<file path="src/hw/rtl/vpc_pkg.sv">
`timescale 1ns / 1ps
`default_nettype none
package vpc_pkg;

	// width of one homogeneous dot product result
	localparam int CW  = 50;
	// projection numerator: |c| << 16 plus half of |w|
	localparam int NAW = CW + 17;

	localparam int FIFO_DEPTH = 4;
	localparam int FPW        = 2;
	localparam int FCW        = 3;

	localparam logic [31:0] ONE_Q16  = 32'h0001_0000;
	localparam logic [31:0] WIN_RST  = 32'd720896;
	localparam logic [31:0] VIEW_RST = 32'd65536;

	typedef enum logic {
		ACT_LOAD  = 1'b0,
		ACT_POINT = 1'b1
	} action_t;

	typedef enum logic [2:0] {
		CFG_WIN_MIN_X  = 3'd0,
		CFG_WIN_MAX_X  = 3'd1,
		CFG_WIN_MIN_Y  = 3'd2,
		CFG_WIN_MAX_Y  = 3'd3,
		CFG_VIEW_MIN_X = 3'd4,
		CFG_VIEW_MAX_X = 3'd5,
		CFG_VIEW_MIN_Y = 3'd6,
		CFG_VIEW_MAX_Y = 3'd7
	} cfg_idx_t;

	typedef struct packed {
		logic [CW-1:0] cx;
		logic [CW-1:0] cy;
		logic [CW-1:0] w;
	} dot_t;

	typedef struct packed {
		logic [31:0] win_min;
		logic [31:0] win_max;
		logic [31:0] view_min;
		logic [31:0] view_max;
	} axis_cfg_t;

endpackage
`default_nettype wire

</file>
<file path="src/hw/rtl/vpc_fifo.sv">
`timescale 1ns / 1ps
`default_nettype none
module vpc_fifo (
	input  wire logic                    clk,
	input  wire logic                    arst_n,
	input  wire logic                    push,
	input  wire vpc_pkg::dot_t           push_data,
	input  wire logic                    pop,
	output vpc_pkg::dot_t                head,
	output logic [vpc_pkg::FCW-1:0]      count
);
	import vpc_pkg::*;

	dot_t           mem_q [FIFO_DEPTH];
	logic [FPW-1:0] wr_q;
	logic [FPW-1:0] rd_q;
	logic [FCW-1:0] cnt_q;

	always_ff @(posedge clk or negedge arst_n) begin
		if (!arst_n) begin
			wr_q  <= '0;
			rd_q  <= '0;
			cnt_q <= '0;
		end else begin
			if (push) begin
				wr_q <= wr_q + 1'b1;
			end
			if (pop) begin
				rd_q <= rd_q + 1'b1;
			end
			cnt_q <= cnt_q + FCW'(push) - FCW'(pop);
		end
	end

	always_ff @(posedge clk) begin
		if (push) begin
			mem_q[wr_q] <= push_data;
		end
	end

	assign head  = mem_q[rd_q];
	assign count = cnt_q;

endmodule
`default_nettype wire

</file>
<file path="config.mk">
export PLATFORM = sky130hd
export DESIGN_NAME = vpc_fifo
export DESIGN_NICKNAME = d
export VERILOG_FILES = /design/src/hw/rtl/vpc_pkg.sv /design/src/hw/rtl/vpc_fifo.sv
export SDC_FILE = /design/constraint.sdc
export NUM_CORES = 1
export LEC_CHECK = 0
export BUFFER_PORTS_ARGS = -buffer_cell sky130_fd_sc_hd__clkbuf_2
export CAP_MARGIN = 15
export CORE_MARGIN = 4
export CORE_UTILIZATION = 35
export CTS_CLUSTER_DIAMETER = 50
export DETAILED_ROUTE_END_ITERATION = 8
export PLACE_DENSITY = 0.55
export SLEW_MARGIN = 20
export SYNTH_ARGS = -nofsm -noshare
export SYNTH_HDL_FRONTEND = slang
export SYNTH_SLANG_ARGS = --single-unit
export TNS_END_PERCENT = 10
</file>
<file path="constraint.sdc">
create_clock -name clk -period 7 [get_ports clk]
set_input_delay 1.05 -clock clk [delete_from_list [all_inputs] [get_ports clk]]
set_output_delay 1.05 -clock clk [all_outputs]
set_load 0.01 [all_outputs]
</file>
Word-level counts from Yosys, hierarchy flattened
Memory sizes are Yosys's and may differ from the RTL's.
Index checks and enable logic that the tools add are counted.
{ "totals": {"reg_bits": 7, "ramBits": 600, "in_bits": 154, "out_inout_bits": 153, "word_cells": 10, "n_memories": 1} }
{ "mem_list": {"columns": ["memory", "depth", "width", "read_ports", "rd_ports_with_merged_regs", "write_ports", "line_no", "text"], "rows": [
  ["mem_q", 4, 150, 1, 0, 1, "vpc_fifo.sv:14", "dot_t mem_q [FIFO_DEPTH];"]
]} }
{ "classes": {"addsub": 4, "n_mux": 2} }
{ "ops": {"columns": ["cell", "count"], "rows": [
  ["adder 2 x 1 -> 2 bit (second input constant)", 2],
  ["adder 3 x 1 -> 3 bit", 1],
  ["subtractor 3 x 1 -> 3 bit", 1],
  ["two-way mux 1 bit", 2]
]} }

Depth between registers and ports, before layout
{ "logic_depth": {"word_depth": 2, "ltp_mapped": 7, "depth_no_buf": 7} }

Least setup slack after synthesis
No wires, ideal clock.
{ "synth_path": {"kind": "input port to flip-flop", "from": "input push", "to": "memory mem_q[0][0] (netlist name), enable pin", "setup_ns": 0.527, "arrival_time_ns": 4.473, "t_required_ns": 6.473, "setup_slack_ns": 2.000, "stages": 1, "path_buffers": 0, "cell_sequence": "and2_1"} }
{ "synth_via": {"elab_chain_len": 2} }
{ "synth_lines": {"columns": ["element", "line_no", "text"], "rows": [
  ["start, declared", "vpc_fifo.sv:6", "input wire logic push,"],
  ["two-way mux 1 bit", "vpc_fifo.sv:36", "if (push) begin"],
  ["two-way mux 1 bit (implied by the code)", "vpc_fifo.sv:37", "mem_q[wr_q] <= push_data;"],
  ["end, declared", "vpc_fifo.sv:14", null]
]} }
No other way between the ends.

==> implementation parameters <==
Parameter                              Value

Run status
  Run status ... finished clean

Timing
  Count of final hold-check violations ... 0
  Worst slew pin tran ... 1.06 ns
  Number of endpoints failing setup at the final stage ... 0
  Clk_skew ... 0.0255 ns
  Unrepaired setup endpoints after global routing ... no
  Tcrit/Tclk final ... 55.3%
  Pins over their slew limit ... 0
  Max Freq ... 258 MHz
  Max-Slew Margin vs Limit ... 29.6%
  Final min period ... 3.87 ns
  Sum Neg Setup Slack ... 0 ns

Synthesis
  Area contributors post-synth ... edfxtp_1 (82%), mux4_2 (15%), dfrtp_1 (0.80%)
  Number of library cell types mapped by synthesis ... 14
  Area of the mapped netlist ... 0.0220 mm²
  Cell count after synthesis ... 816
  Cell accounting for the most synthesized area ... edfxtp_1
  Top cell type's share of synthesized area ... 81.9%
  Count of flip-flops with a built-in enable after synthesis ... 600
  Synthesis warning total ... 0
  Most common cell in the netlist ... edfxtp_1
  Post-Syn Area per Cell ... 27.0 µm²
  Part of the Yosys area used for sequential elements ... 82.7%
  Ys async rst share ... 1.15%
  Post-Syn Nets ... 977
  Register bit total from synthesis ... 607
  Top_reg_cell synth ... edfxtp_1
  Leading post-synthesis cells by instance count ... edfxtp_1 (600), mux4_2 (150), buf_2 (18)

Clock tree
  CTS H-tree depth ... 3
  Number of CTS-inserted buffers ... 74
  Deepest clock path buffer count ... 3
  Clock transition at path regs ... 0.06 ns
  Resized cells post-CTS ... 0
  CTS Root Cell ... clkbuf_16
  Number of clock sinks ... 607
  Clk Latency, worst-skew pair ... 0.60 ns
  Total of hold buffers inserted after clock tree synthesis ... 0
  Post-CTS setup buffer count ... 0
  Clock tree from TritonCTS ... yes

Power
  Clock share of power ... 31.8%
  Combinational share of power ... 26.3%
  Power Total ... 11.8 mW
  Register share of total power ... 41.9%
  Power per Cell Area ... 439 mW/mm²
  Maximum vdd drop ... 0.262 mV
  Cell-internal power ... 8.44 mW
  Sw frac ... 28.8%
  Leak ... 9.21 nW
  Power dissipated by switching net loads ... 3.41 mW

Floorplanning
  Std-Cell Core Area ... 0.0619 mm²
  Starting Density ... 35.5%
  Number of placement rows ... 91
  Top-Level Pins ... 307
  Die Height ... 259 µm
  Floorplan die area ... 0.0669 mm²
  X dimension of the die ... 259 µm

Finish
  Area added between synthesis and finish ... 22.6%
  Number of nets in the layout ... 1336
  Non-filler cells in the finished layout ... 2071
  Ratio of cells with drive above 1 in the final layout ... 47.7%

Worst setup path
  CP Class ... flip-flop to primary output
  Worst path slowest cell ... buf_4
  Required arrival time at the worst endpoint ... 5.95 ns
  Data arrival time of the worst path ... 2.82 ns
  CP Launch Type ... flip-flop
  Largest fanout of any net on the critical path ... 45
  Cells traversed along the worst timing path ... buf_4, mux4_2, clkbuf_2
  Critical path's largest stage delay ... 0.78 ns
  Critical path buffers and inverters ... 2
  Element type at the critical path end ... primary output
  Family with the most delay on the worst path ... buffers and inverters

Placed design
  HPWL after detailed placement ... 26100 µm
  DP Cell Count ... 1936
  Routability congestion estimate from global placement ... 0.689
  Count of buffers inserted at the top-level ports ... 306

Routing
  Number of DRC violations after detailed routing ... 0
  Average detailed-routed wire length per instance ... 21.9 µm
  Post-detailed-routing wire length ... 45300 µm
  Length of routed met3 wiring ... 3080 µm
  Highest routed metal layer ... met5
  Per-cell via count in the routed design ... 4.74
  Drt first-iter violations ... 531
  First-pass DRT Iterations ... 4
  WL met1 ... 18700 µm
  Routed via count ... 9808
  Met2 wire len ... 22500 µm
  Routed Antenna Nets ... 0

Global routing
  Number of antenna violations at the first check in global routing ... 5
  Total global-route track usage ... 13.5%
  Vias in the first global route ... 10600
  Total grt overflow ... 0
  First-pass GRT wire length ... 67800 µm
  Pin count of the biggest net entering global routing ... 139

Flow run
  Max-cap violations ... 0

Worst hold path
  Type of the tightest min-delay check ... input pin to asynchronous set/reset pin
-- per-stage QoR --
stage	util [%]	cell area (µm²)	hold slack, ns	setup slack [ns]
2_1_floorplan	-	22000	0.494	2.00
3_3_place_gp	39.6	24500	0.535	3.62
3_5_place_dp	39.6	24500	0.554	3.60
4_1_cts	43.5	27000	0.280	2.94
5_1_grt	43.5	27000	0.289	2.83
6_report	43.5	27000	0.325	3.13
-- area by class of cell --
class / instances / area [µm²]
fillers: 5370 / 35000
well taps: 837 / 1050
multi-input cells: 169 / 3560
repair buffers: 317 / 1680
clock inverters: 48 / 558
inverters: 6 / 22.5
flip-flops and latches: 607 / 18200
diodes: 3 / 7.51
clock buffers: 84 / 1890
-- layout by cell type, fill, tap and decap left out, types with 3 or more instances in the layout --
master and count:
clkinv_2 11, clkbuf_16 74, diode_2 3, ha_1 6, buf_12 5, edfxtp_1 600, clkinv_1 8, and2_4 4
dfrtp_1 5, clkbuf_2 306, mux4_2 150, clkbuf_1 10, clkinv_4 5, buf_4 6, bufinv_16 9, clkinvlp_4 3
inv_1 6, xnor2_1 3, inv_6 9
-- worst register-to-register path: cells and delay by family, from the launching register on --
kind                       cells  cell delay (ns)
adders and majority gates      1             0.15
buffers and inverters          3             1.22
DFF                            1             0.43
and+or+nand+nor                1             0.45
-- cell families (layout without fill, tap and decap cells) --
| kind of cell | Yosys count | count (layout) | share of synthesized area (%) |
|---|---|---|---|
| flip-flops | 607 | 607 | 82.7 |
| multiplexers | 150 | 150 | 15.4 |
| buffers and inverters | 40 | 455 | 1.13 |
| adder cells (fa/ha/maj) | 7 | 7 | 0.432 |
| AND/OR/NAND/NOR | 6 | 6 | 0.148 |
| XOR/XNOR | 5 | 5 | 0.199 |
| AO/OA/AOI/OAI | 1 | 1 | 0.0227 |
| other | 0 | 3 | 0 |
-- power groups by stage --
stage               clock network [mW]  logic [mW]  registers (mW)
finish                            3.77        3.12            4.96
global route                      4.04        3.39            5.02
CTS                               3.88        3.27            4.97
detailed placement                   0        3.27            5.05
global placement                     0        3.27            5.01
floorplan                            0        2.07            5.02
-- state kept, by name, indices dropped and copies added (netlist names) --
name,cells
count,3
mem_q,600
rd_q,2
wr_q,2
-- layer usage --
metal,vias to the layer above,GRT usage [%]
li1,4295,-
met1,5168,17.3
met2,255,21.9
met3,84,4.70
met4,6,3.96
met5,-,0
-- path summary, 6_finish.rpt --
path	startpoint	endpoint	slack [ns]	cells after the start
min in group clk	wr_q[0]$_DFFE_PN0P_	wr_q[0]$_DFFE_PN0P_	0.56	1
max in group asynchronous	arst_n	rd_q[0]$_DFFE_PN0P_	6.40	1
min	arst_n	count[0]$_DFF_PN0_	0.33	1
max reg2reg	wr_q[0]$_DFFE_PN0P_	mem_q[2][49]$_DFFE_PP_	4.31	5
max	rd_q[0]$_DFFE_PN0P_	head[49]	3.13	3
min reg2reg	wr_q[0]$_DFFE_PN0P_	wr_q[0]$_DFFE_PN0P_	0.56	1
No activity file was read; power rests on OpenSTA's default activity.
